File: src/rtl/mf3_pkg.sv
// Shared types, constants and compare helpers for the 3x3 median filter.
// No dependencies; imported by mf3_median, median_filter_3x3 and the bench.
package mf3_pkg;

  localparam int PIX_BITS      = 8;
  localparam int WIDTH_BITS    = 10;
  localparam int HEIGHT_BITS   = 13;
  localparam int ROW_BITS      = 12;
  localparam int MAX_HEIGHT    = 4096;
  localparam int CFG_ADDR_BITS = 2;
  localparam int CFG_DATA_BITS = 13;

  typedef logic [PIX_BITS-1:0] pixel_t;

  typedef enum logic {
    MODE_PIXEL = 1'b0,
    MODE_DRAIN = 1'b1
  } mode_t;

  typedef enum logic [CFG_ADDR_BITS-1:0] {
    REG_IMAGE_WIDTH  = 2'd0,
    REG_IMAGE_HEIGHT = 2'd1
  } cfg_reg_t;

  typedef struct packed {
    mode_t  mode;
    pixel_t in_pixel;
  } in_item_t;

  typedef struct packed {
    pixel_t out_pixel;
    logic   frame_last;
  } out_item_t;

  // One window column, newest row first.
  typedef struct packed {
    pixel_t row0;
    pixel_t row1;
    pixel_t row2;
  } col3_t;

  typedef struct packed {
    pixel_t lo;
    pixel_t mid;
    pixel_t hi;
  } sorted3_t;

  function automatic pixel_t min2(input pixel_t a, input pixel_t b);
    return (a < b) ? a : b;
  endfunction

  function automatic pixel_t max2(input pixel_t a, input pixel_t b);
    return (a < b) ? b : a;
  endfunction

  function automatic pixel_t med3(input pixel_t a, input pixel_t b, input pixel_t c);
    return max2(min2(a, b), min2(max2(a, b), c));
  endfunction

  function automatic sorted3_t sort3(input pixel_t a, input pixel_t b, input pixel_t c);
    sorted3_t s;
    s.lo  = min2(min2(a, b), c);
    s.mid = med3(a, b, c);
    s.hi  = max2(max2(a, b), c);
    return s;
  endfunction

endpackage

File: src/rtl/mf3_median.sv
// Sliding 3x3 window of sorted columns and a two-stage median network.
// Depends on mf3_pkg for pixel types and compare helpers.
module mf3_median (
  input  logic           clk,
  input  logic           shift_en,
  input  mf3_pkg::col3_t col_i,
  output mf3_pkg::pixel_t median_o
);
  import mf3_pkg::*;

  sorted3_t win_r [3];
  pixel_t   lo_max_r;
  pixel_t   mid_med_r;
  pixel_t   hi_min_r;

  // Sort each column as it enters, shift the window on every new pixel.
  always_ff @(posedge clk) begin
    if (shift_en) begin
      win_r[2] <= win_r[1];
      win_r[1] <= win_r[0];
      win_r[0] <= sort3(col_i.row0, col_i.row1, col_i.row2);
    end
  end

  // Largest low, median of mids, smallest high; their median is the window median.
  always_ff @(posedge clk) begin
    lo_max_r  <= max2(max2(win_r[0].lo, win_r[1].lo), win_r[2].lo);
    mid_med_r <= med3(win_r[0].mid, win_r[1].mid, win_r[2].mid);
    hi_min_r  <= min2(min2(win_r[0].hi, win_r[1].hi), win_r[2].hi);
  end

  assign median_o = med3(lo_max_r, mid_med_r, hi_min_r);

endmodule

File: config.mk
export PLATFORM = sky130hd
export DESIGN_NAME = mf3_median
export DESIGN_NICKNAME = d
export VERILOG_FILES = /design/src/rtl/mf3_pkg.sv /design/src/rtl/mf3_median.sv
export SDC_FILE = /design/constraint.sdc
export NUM_CORES = 1
export LEC_CHECK = 0
export ABC_AREA = 1
export BUFFER_PORTS_ARGS = -buffer_cell sky130_fd_sc_hd__buf_4
export CORE_MARGIN = 3
export CORE_UTILIZATION = 60
export DETAILED_ROUTE_END_ITERATION = 12
export PLACE_DENSITY = 0.89
export SETUP_SLACK_MARGIN = 0.3
export SYNTH_ARGS = -nofsm -noshare
export SYNTH_HDL_FRONTEND = slang
export SYNTH_SLANG_ARGS = --single-unit
File: constraint.sdc
create_clock -name clk -period 5.9 [get_ports clk]
set_clock_uncertainty 0.1 [all_clocks]
set_input_delay 1.18 -clock clk [delete_from_list [all_inputs] [get_ports clk]]
set_output_delay 1.18 -clock clk [all_outputs]
set_load 0.02 [all_outputs]
Yosys cells after proc, flatten, opt, wreduce, memory -nomap -nowiden

Memory sizes are Yosys's and may differ from the RTL's.
Index checks and enable logic that the tools add are counted.

Register bits after elaboration: 24
Memory bits (writable): 72
Input port bits: 26
Output and inout port bits: 8
Memories: 1

Order comparisons: 14
Multiplexer cells: 20

Memories:

| name  | words | width | read ports | clocked after Yosys merged registers in | wr ports | line             | text |
|---|---|---|---|---|---|---|---|
| win_r | 3     | 24    | 3          | 0                                       | 3        | mf3_median.sv:11 | `sorted3_t win_r [3];` |

Operator list:

| kind                       | count |
|---|---|
| 8-bit two-way mux          | 18 |
| 8-bit less-than comparator | 14 |
| 1-bit two-way mux          | 2 |

Logic depth before layout (Yosys ltp)

Gate-level depths: netlist (run 1).

Depth after elaboration: 6
Depth in mapped cells: 31
Gate-level depth less buffers: 28

Worst setup path before layout (run 1)

Ideal clock, no wire load.

Kind: register to output
From: reg mid_med_r[7]
To: out median_o[0]
Arrival: 3914 ps
Required time: 4620 ps
Path slack: 706 ps
Stages on the path, launching flop included: 26
Cell sequence: dfxtp_1 inv_1 ha_1 a21oi_1 o21a_1 nand2_2 buf_2 buf_2 o21ai_0 ha_1 a21oi_1 nor2_1 a211oi_1 nand2_2 buf_2 inv_1 nand2_1 o21ai_0 inv_1 ha_1 a21oi_1 nor2_1 a211oi_2 nand2_4 nand2_1 nand2_1

Longest elaborated chain between the ends: 6
Elaborated cells on any way between the ends: 7
Classes of those cells: order compare: 3; mux: 4

RTL lines:

| item                       | line                         | text |
|---|---|---|
| start, declared            | mf3_median.sv:13             | `pixel_t mid_med_r;` |
| start signal, assigned     | mf3_median.sv:28             | `mid_med_r <= med3(win_r[0].mid, win_r[1].mid, win_r[2].mid);` |
| 8-bit less-than comparator | mf3_pkg.sv:49, mf3_pkg.sv:53 |  |
| 8-bit two-way mux          | mf3_pkg.sv:53                | `return (a < b) ? b : a;` |
| 8-bit less-than comparator | mf3_pkg.sv:49                | `return (a < b) ? a : b;` |
| 8-bit two-way mux          | mf3_pkg.sv:49                |  |
| 8-bit less-than comparator | mf3_pkg.sv:53                |  |
| 8-bit two-way mux *        | mf3_pkg.sv:53                |  |
| end, declared              | mf3_median.sv:7              | `output mf3_pkg::pixel_t median_o` |

Mark *: on every way between the ends. The rest lies on a longest branch, timed or not.

Final worst setup path (run 1)

From: reg mid_med_r[1]
To: out median_o[6]

The elaborated chain is that of the path after synthesis.

==> key figures, run 1 <==
Yosys
  • Number of synthesized flops with an enable pin: 72
  • Top post-synthesis cells by area: edfxtp_1, ha_1, nand2_1, inv_1, dfxtp_1
  • Syn_nets: 986
  • Area leader, netlist: edfxtp_1
  • Synth Instances: 862
  • Count leader, synth: nand2_1
  • Synth Cell Area: 6850 um2
  • Yosys warning count: 0
  • Sequential share of the synthesized area: 0.386
  • Mux contribution to synthesized area: 0
  • Post-synth cell types: 23
  • Synthesized flop and latch total: 96
  • Commonest cells in the netlist: nand2_1, inv_1, ha_1
  • Asr flop ratio synth: 0
  • Xor/xnor share of the synthesized area: 0
  • Dominant synthesized flop cell: edfxtp_1
  • Adder-cell share of the synthesized area: 0.179
  • Syn Area/Cell: 7.95 um2
  • Synth Area in Compound Gates: 0.135
  • Share of the synthesized area in the top cell type: 0.315
  • Largest family of logic cells by synthesized area: simple AND/OR/NAND/NOR gates
  • Post-Synth Simple-Gate Area: 0.207

Clock tree
  • Clk_lat worst skew: 0.34 ns
  • CTS Hold Bufs: 0
  • Clock-pin slew on the worst setup and hold paths: 0.07 ns
  • Num CTS Buffers: 9
  • Root buf cell: clkbuf_16
  • CTS tree: yes
  • CTS sink cnt: 96
  • Longest Clk Path Bufs: 2
  • Htree depth: 3

Global route
  • Largest net degree at the start of global routing: 73
  • Gr usage total: 0.233
  • First-pass GRT wire length: 24,400 um
  • GRT overflow: 0
  • Vias in the first global route: 5,574
  • Initial antenna violation count: 0

Place
  • HPWL after DPL: 10,800 um
  • IO Port Bufs: 33
  • RePlAce Congestion: 0.874
  • DP Cell Count: 1,022

Detailed routing
  • DRT antenna net count: 0
  • Initial drt markers: 517
  • DRC: 0
  • Detailed Routing Iterations Pass 1: 6
  • Routed WL: 15,600 um
  • Per-cell routed wire length: 14.9 um
  • Avg Vias per Cell: 5.70
  • Via count: 5,966

Run status
  • Status: finished, final reports clean

Floorplan
  • I/O pin total: 34
  • Num rows: 38
  • Die area: 12,700 um2
  • Initial Utilization: 0.624
  • Die height: 113 um
  • Core Footprint: 11,000 um2
  • Overall die width: 113 um

Hold path
  • Worst hold path depth: 0
  • Hold Crit Class: register to register
  • Hold Path End: win_r[0][60]
  • Worst Hold Launch: win_r[0][36]

Critical path
  • Critical path type: register to output port
  • Worst path max stage delay: 0.32 ns
  • Slowest-stage cell, CP: dfxtp_1
  • Req. time, crit path: 4.62 ns
  • Critical Path End Type: output port
  • Worst EP arrival: 4.25 ns
  • R2R depth: 21
  • Worst-path maximum fanout: 8
  • CP Launch Type: register
  • End of the worst register-to-register path: mid_med_r[7]
  • Reg2reg setup slack: 0.89 ns
  • FF-to-FF Start: win_r[0][13]
  • Cell mode on critical path: nand2_1

Timing
  • Setup Viol. Count Final: 0
  • Max frequency: 181 MHz
  • Final hold vios: 0
  • Rel. slew slack: 0.434
  • Tcrit/Tclk final: 0.937
  • Tmin final: 5.53 ns
  • RSZ-0062 raised after global routing: no
  • Count of pins over their slew limit: 0
  • Post-route setup TNS: 0 ns
  • Slew at the pin with the worst max-slew slack: 0.849 ns

Layout
  • Layout cells sized above 1: 0.126
  • Sequential Area: 2640 um2
  • Fill cell count: 758
  • Final cell count without fillers: 1,047
  • Inserted Diodes: 0
  • Nets: 1,027
  • Finished Core Util: 0.705
  • Area grow syn2layout: 13.0%
  • Area occupied by multi-input gates: 3740 um2

Run
  • MaxCap Viol Count: 0
==> how the worst max path moves through the flow <==
| stage | end | depth (start not counted) | from | slack [ns] |
|---|---|---|---|---|
| 6_report | median_o[6] | 27 | mid_med_r[1] | 0.37 |
| 5_1_grt | median_o[5] | 28 | mid_med_r[1] | 0.1 |
| 4_1_cts | median_o[6] | 24 | mid_med_r[7] | 0.31 |
| 3_5_place_dp | median_o[6] | 23 | mid_med_r[7] | 0.30 |
| 3_3_place_gp | median_o[3] | 23 | mid_med_r[7] | 0.47 |
| 2_1_floorplan | median_o[0] | 25 | mid_med_r[7] | 0.71 |
==> stage by stage <==
stage	instance area, um2	setup slack, ns	hold slack, ns
3_5_place_dp	7220	0.300	0.335
5_1_grt	7750	0.0978	0.357
6_report	7750	0.371	0.346
3_3_place_gp	7220	0.474	0.330
2_1_floorplan	6850	0.706	0.326
4_1_cts	7520	0.305	0.347
==> cells by family (layout without fill, tap and decap cells) <==
kind of cell | after synthesis | count (layout)
AOI/OAI and AO/OA | 170 | 170
adders and majority gates | 98 | 98
DFF | 96 | 96
buffers and inverters | 162 | 205
and+or+nand+nor | 336 | 338
==> routing by layer <==
metal / wire, um / vias up / track usage
li1: - / 2939 / -
met1: 6200 / 2682 / 0.274
met2: 7880 / 269 / 0.415
met3: 805 / 76 / 0.0305
met4: 750 / 0 / 0.121
met5: 0 / - / 0
==> final cells by class <==
cell class	count	area share
Multi-Input combinational cell	606	0.483
Sequential cell	96	0.341
Clock buffer	10	0.0296
Inverter	143	0.0693
Tap cell	140	0.0226
Timing Repair Buffer	47	0.0494
Clock inverter	5	0.00533
==> placed cells by master, fill, tap and decap left out, types with 3 or more instances in the layout <==
cell type and count:
o21ai_1 20, a21oi_2 4, a211oi_1 5, buf_4 45
a211oi_2 3, nand4_1 5, a21oi_1 59, dfxtp_1 24
nand2_4 8, and2_1 5, o21a_1 3, nand2_1 217
nand2_2 17, nor2_1 44, clkbuf_16 10, inv_6 3
edfxtp_1 72, o211ai_2 3, nand3_1 38, inv_1 141
o21ai_2 3, ha_1 93, ha_4 3, o21ai_0 66
==> what timing repair did <==
item	in CTS	in global routing
gates resized for setup	5	35
setup endpoints to repair	8	8
setup buffers	1	6
pin swaps	1	9
cloned	0	3
hold endpoints to repair	0	0
==> critical path, delay by kind of cell, from the launching register on <==
family | cells | cell delay (ns)
fa+ha+maj | 3 | 0.78
compound gates | 5 | 0.89
buf+inv | 4 | 0.57
simple gates | 15 | 1.35
flops | 1 | 0.32
==> state kept, by name, indices dropped and copies added, names as in the netlist <==
| register | flops |
|---|---|
| lo_max_r | 8 |
| mid_med_r | 8 |
| hi_min_r | 8 |
| win_r | 72 |
Power of run 1 is left out: the tool's default activity adds up to more than one toggle a clock period on the data nets, which glitch-free logic cannot reach.
==> inputs of run 2 (changes only) <==
--- a/config.mk
+++ b/config.mk
@@ -8,3 +8,2 @@
 export ABC_AREA = 1
-export BUFFER_PORTS_ARGS = -buffer_cell sky130_fd_sc_hd__buf_4
 export CORE_MARGIN = 3
@@ -12,3 +11,4 @@
 export DETAILED_ROUTE_END_ITERATION = 12
-export PLACE_DENSITY = 0.89
+export DONT_BUFFER_PORTS = 1
+export PLACE_DENSITY = 0.87
 export SETUP_SLACK_MARGIN = 0.3
--- a/constraint.sdc
+++ b/constraint.sdc
@@ -4,2 +4,2 @@
 set_output_delay 1.18 -clock clk [all_outputs]
-set_load 0.02 [all_outputs]
+set_load 0.05 [all_outputs]
==> run 2 against run 1 <==
Effect of this change:
- wire length down 7.1%
- setup slack worse by 0.094 ns
- design area is 0.81% lower
- die area unchanged
- non-clock buffer count decreased by 33
- largest cell class unchanged
- highest routed layer unchanged
==> key figures, run 2 (same netlist as run 1, synthesis figures left out) <==
Run status
  • Status: finished, final reports clean

Floorplan
  • I/O pin total: 34 (unchanged)
  • Initial Utilization: 0.624 (unchanged)
  • Core Footprint: 11,000 um2 (unchanged)
  • Die height: 113 um (unchanged)
  • Overall die width: 113 um (unchanged)
  • Die area: 12,700 um2 (unchanged)
  • Num rows: 38 (unchanged)

Global route
  • GRT overflow: 0 (unchanged)
  • Vias in the first global route: 5,105 (-8.4%)
  • Gr usage total: 0.218 (-0.0155)
  • First-pass GRT wire length: 22,600 um (-7.3%)
  • Initial antenna violation count: 0 (unchanged)
  • Largest net degree at the start of global routing: 73 (unchanged)

Layout
  • Most frequent cells in the layout: nand2_1, inv_1, ha_1
  • Commonest non-fill, non-tap cell in the layout: nand2_1
  • Layout cells sized above 1: 0.112 (-0.0138)
  • Final instance area: 7680 um2 (-0.81%)
  • Top reg by flops: win_r
  • Inserted Diodes: 0 (unchanged)
  • Nets: 995 (-3.1%)
  • Flip-flop count of the largest register after layout: 72 (unchanged)
  • Area grow syn2layout: 12.1%

Place
  • HPWL after DPL: 10,100 um (-6.5%)
  • IO Port Bufs: 0 (-100%)
  • RePlAce Congestion: 0.891 (+2.0%)
  • Area after DPL: 6970 um2 (-3.4%)

Detailed routing
  • Routed WL: 14,500 um (-7.1%)
  • DRC: 0 (unchanged)
  • Detailed Routing Iterations Pass 1: 5 (-1)
  • DRT antenna net count: 0 (unchanged)
  • Via count: 5,604 (-6.1%)
  • Avg Vias per Cell: 5.52 (-3.2%)
  • Initial drt markers: 369 (-29%)
  • Per-cell routed wire length: 14.3 um (-4.3%)

Critical path
  • CP Launch Type: register
  • Critical path type: register to output port
  • Worst-path maximum fanout: 9 (+1)
  • CP top delay family: simple AND/OR/NAND/NOR gates
  • Critical Path End Type: output port
  • Worst path max stage delay: 0.54 ns (+0.22 ns)
  • Slowest-stage cell, CP: o21ai_0
  • Reg2reg setup slack: 1.10 ns (+0.21 ns)
  • Worst EP arrival: 4.34 ns (+0.09 ns)
  • CP bufs+invs: 2 (-2)
  • Cell mode on critical path: nand2_1
  • Req. time, crit path: 4.62 ns (about the same)

Timing
  • Tmin final: 5.62 ns (+0.0938 ns)
  • Max frequency: 178 MHz (-1.7%)
  • Slew at the pin with the worst max-slew slack: 0.715 ns (-0.134 ns)
  • Rel. slew slack: 0.522 (+0.0886)
  • Setup Viol. Count Final: 0 (unchanged)
  • Final hold vios: 0 (unchanged)
  • Tcrit/Tclk final: 0.953 (+0.0159)
  • Count of pins over their slew limit: 0 (unchanged)

Run
  • MaxCap Viol Count: 0 (unchanged)

Clock tree
  • CTS tree: yes
  • Htree depth: 3 (unchanged)
  • Num CTS Buffers: 9 (unchanged)
  • Clk_lat worst skew: 0.35 ns (about the same)
  • CTS sink cnt: 96 (unchanged)
  • Root buf cell: clkbuf_16
  • Clock-pin slew on the worst setup and hold paths: 0.06 ns (about the same)
  • Longest Clk Path Bufs: 2 (unchanged)

Hold path
  • Hold Crit Class: register to register
-- run 2: timing repair --
action,4_1_cts,5_1_grt
pin swaps,0,19
endpoints found under the setup margin,8,8
hold buffers,0,0
endpoints found under the hold margin,0,0
cloned,0,4
setup buffers,0,7
resized for setup,13,65
-- run 2: final timing paths --
path                     start      endpoint  cells past startpoint
hold reg to reg   win_r[0][33]  win_r[0][57]                      0
setup / recovery  mid_med_r[1]   median_o[5]                     26
hold / removal    win_r[0][33]  win_r[0][57]                      0
setup reg to reg  win_r[0][15]  mid_med_r[2]                     21
-- run 2: routing by layer --
layer	track usage	vias up	part of all wire	wire length, um
met5	0	-	0	0
met4	0.109	0	0.048	693
met3	0.0422	55	0.043	622
met2	0.368	185	0.50	7200
met1	0.266	2495	0.41	6000
li1	-	2869	-	-
-- run 2: cell type report --
type,count,area (um2)
Clock buffer,9,225
Sequential cell,96,2640
Multi-Input combinational cell,607,3930
Inverter,143,537
Timing Repair Buffer,14,103
Tap cell,140,175
Clock inverter,7,71.3
Fill cell,737,3300
-- run 2: per-stage QoR --
step | setup slack [ns] | cells | hold WS [ns] | utilization | setup TNS, ns
floorplan | 0.537 | 862 | 0.326 | - | 0
global placement | 0.558 | 989 | 0.331 | 0.635 | 0
detailed placement | 0.505 | 989 | 0.335 | 0.635 | 0
CTS | 0.423 | 1005 | 0.352 | 0.664 | 0
global route | -0.0499 | 1016 | 0.365 | 0.700 | -0.185
finish | 0.277 | 1016 | 0.352 | 0.700 | 0
-- run 2: worst register-to-register path, stage by stage (launching register included) --
cell and delay [ns]:
edfxtp_1 0.44, ha_1 0.35, a21oi_1 0.18, o21a_1 0.20
nand2_2 0.28, o21ai_0 0.36, ha_1 0.31, a21oi_1 0.15
nor2_1 0.05, a211oi_1 0.28, nand2_2 0.22, inv_1 0.11
nand2_1 0.05, o21ai_0 0.12, inv_1 0.08, ha_1 0.30
a21oi_1 0.15, nor2_1 0.06, a211oi_2 0.57, nand2_4 0.17
nand2_1 0.13, nand2_1 0.05
Power of run 2 is left out for the same reason.
==> inputs of run 3 (changes only) <==
Settings changed: MAX_ROUTING_LAYER set to met4, SLEW_MARGIN set to 25.
==> run 3 against run 2 <==
Effect of this change:
- die area stayed put
- first-iteration DRC count is 12% higher
- via count is 0.27% lower
- global-route usage is 0.62 points higher
- sequential share of layout area stayed put
- fmax is 0.30% higher
==> key figures, run 3 (same netlist as run 1, synthesis figures left out) <==
Critical path
  • Worst setup endpoint: median_o[5]
  • CP Launch Type: register
  • Critical path depth: 26 (unchanged)
  • Cell mode on critical path: nand2_1
  • Critical path type: register to output port
  • CP bufs+invs: 2 (unchanged)
  • R2R depth: 21 (unchanged)
  • Critical Path End Type: output port
  • Worst EP arrival: 4.33 ns (about the same)
  • Worst-path maximum fanout: 9 (unchanged)
  • Slowest-stage cell, CP: o21ai_0
  • Launch point of the worst path: mid_med_r[1]
  • Reg2reg setup slack: 1.10 ns (about the same)
  • FF-to-FF Start: win_r[0][15]
  • End of the worst register-to-register path: mid_med_r[2]
  • Worst path max stage delay: 0.53 ns (about the same)
  • Req. time, crit path: 4.62 ns (about the same)
  • CP top delay family: simple AND/OR/NAND/NOR gates

Global route
  • Gr usage total: 0.224 (+0.00615)
  • GRT overflow: 0 (unchanged)
  • Largest net degree at the start of global routing: 73 (unchanged)
  • Vias in the first global route: 5,094 (-0.22%)
  • Initial antenna violation count: 0 (unchanged)
  • First-pass GRT wire length: 22,600 um (unchanged)

Timing
  • Tcrit/Tclk final: 0.950 (-0.00282)
  • Final hold vios: 0 (unchanged)
  • Slew at the pin with the worst max-slew slack: 0.712 ns (-0.00284 ns)
  • Min Hold Slack: 0.352 ns (-0.000163 ns)
  • Max frequency: 178 MHz (+0.30%)
  • Count of pins over their slew limit: 0 (unchanged)
  • Rel. slew slack: 0.524 (+0.00190)
  • Setup Viol. Count Final: 0 (unchanged)
  • Tmin final: 5.61 ns (-0.0167 ns)

Clock tree
  • CTS sink cnt: 96 (unchanged)
  • CTS Hold Bufs: 0 (unchanged)
  • CTS tree: yes
  • Longest Clk Path Bufs: 2 (unchanged)
  • Num CTS Buffers: 9 (unchanged)
  • Htree depth: 3 (unchanged)
  • Clk_lat worst skew: 0.34 ns (about the same)
  • Root buf cell: clkbuf_16
  • Clock-pin slew on the worst setup and hold paths: 0.06 ns (about the same)

Detailed routing
  • Routed wl met3: 581 um (-6.6%)
  • Met2 Wirelength: 7160 um (-0.54%)
  • Top Layer Used: met4
  • Detailed Routing Iterations Pass 1: 5 (unchanged)
  • Initial drt markers: 412 (+12%)
  • Per-cell routed wire length: 14.3 um (-0.16%)
  • DRT antenna net count: 0 (unchanged)
  • Via count: 5,589 (-0.27%)
  • DRC: 0 (unchanged)
  • Avg Vias per Cell: 5.50 (-0.27%)
  • Routed WL: 14,500 um (-0.16%)
  • Metal1 wirelength: 6040 um (+0.67%)

Run status
  • Status: finished, final reports clean

Floorplan
  • Num rows: 38 (unchanged)
  • Die area: 12,700 um2 (unchanged)
  • I/O pin total: 34 (unchanged)
  • Core Footprint: 11,000 um2 (unchanged)
  • Initial Utilization: 0.624 (unchanged)
  • Overall die width: 113 um (unchanged)
  • Die height: 113 um (unchanged)

Place
  • IO Port Bufs: 0 (unchanged)
  • RePlAce Congestion: 0.906 (+1.7%)
  • HPWL after DPL: 10,100 um (unchanged)
  • Area after DPL: 6970 um2 (unchanged)

Layout
  • Layout cells sized above 1: 0.112 (unchanged)
  • Commonest non-fill, non-tap cell in the layout: nand2_1
  • Fill cell count: 737 (unchanged)
  • Finished Core Util: 0.700 (unchanged)
  • Final instance area: 7680 um2 (unchanged)
  • Area grow syn2layout: 12.1% (unchanged)
  • Flip-flop count of the largest register after layout: 72 (unchanged)
  • Most frequent cells in the layout: nand2_1, inv_1, ha_1
  • Top reg by flops: win_r
  • Nets: 995 (unchanged)
  • Inserted Diodes: 0 (unchanged)

Run
  • MaxCap Viol Count: 0 (unchanged)

Hold path
  • Hold Crit Class: register to register
run 3: area by class of cell:
type | instances | area [um2] | area share
Inverter | 143 | 537 | 0.0698
Clock inverter | 7 | 71.3 | 0.00928
Tap cell | 140 | 175 | 0.0228
Timing Repair Buffer | 14 | 103 | 0.0134
Multi-Input combinational cell | 607 | 3930 | 0.512
Clock buffer | 9 | 225 | 0.0293
Sequential cell | 96 | 2640 | 0.344
run 3: worst min path at each step:
stage,start,to,slack (ns),cells after the start
global placement,win_r[0][33],win_r[0][57],0.33,0
finish,win_r[0][33],win_r[0][57],0.35,0
floorplan,win_r[0][0],win_r[0][24],0.33,0
global route,win_r[0][43],win_r[0][67],0.36,0
detailed placement,win_r[0][43],win_r[0][67],0.33,0
CTS,win_r[0][33],win_r[0][57],0.35,0
run 3: worst reg2reg max path, cell delays in order (launching register included):
cell and delay, ns:
edfxtp_1 0.44, ha_1 0.35, a21oi_1 0.18, o21a_1 0.20, nand2_2 0.28, o21ai_0 0.36, ha_1 0.31, a21oi_1 0.15
nor2_1 0.05, a211oi_1 0.28, nand2_2 0.22, inv_1 0.11, nand2_1 0.05, o21ai_0 0.12, inv_1 0.08, ha_1 0.30
a21oi_1 0.15, nor2_1 0.06, a211oi_2 0.57, nand2_4 0.17, nand2_1 0.13, nand2_1 0.05
run 3: timing repair:
action,in CTS,in global routing
cloned,0,4
buffers inserted,0,7
gates resized for setup,13,65
setup endpoints to repair,8,8
pin swaps,0,19
run 3: metrics by stage:
stage / setup WS [ns] / std cells / TNS, ns
floorplan: 0.537 / 862 / 0
global placement: 0.558 / 989 / 0
detailed placement: 0.505 / 989 / 0
CTS: 0.423 / 1005 / 0
global route: -0.0297 / 1016 / -0.0528
finish: 0.294 / 1016 / 0
run 3: metal layers:
metal / vias up / track usage
met5: - / -
met4: 0 / 0.102
met3: 58 / 0.0449
met2: 165 / 0.370
met1: 2492 / 0.265
li1: 2874 / -
Power of run 3 is left out for the same reason.
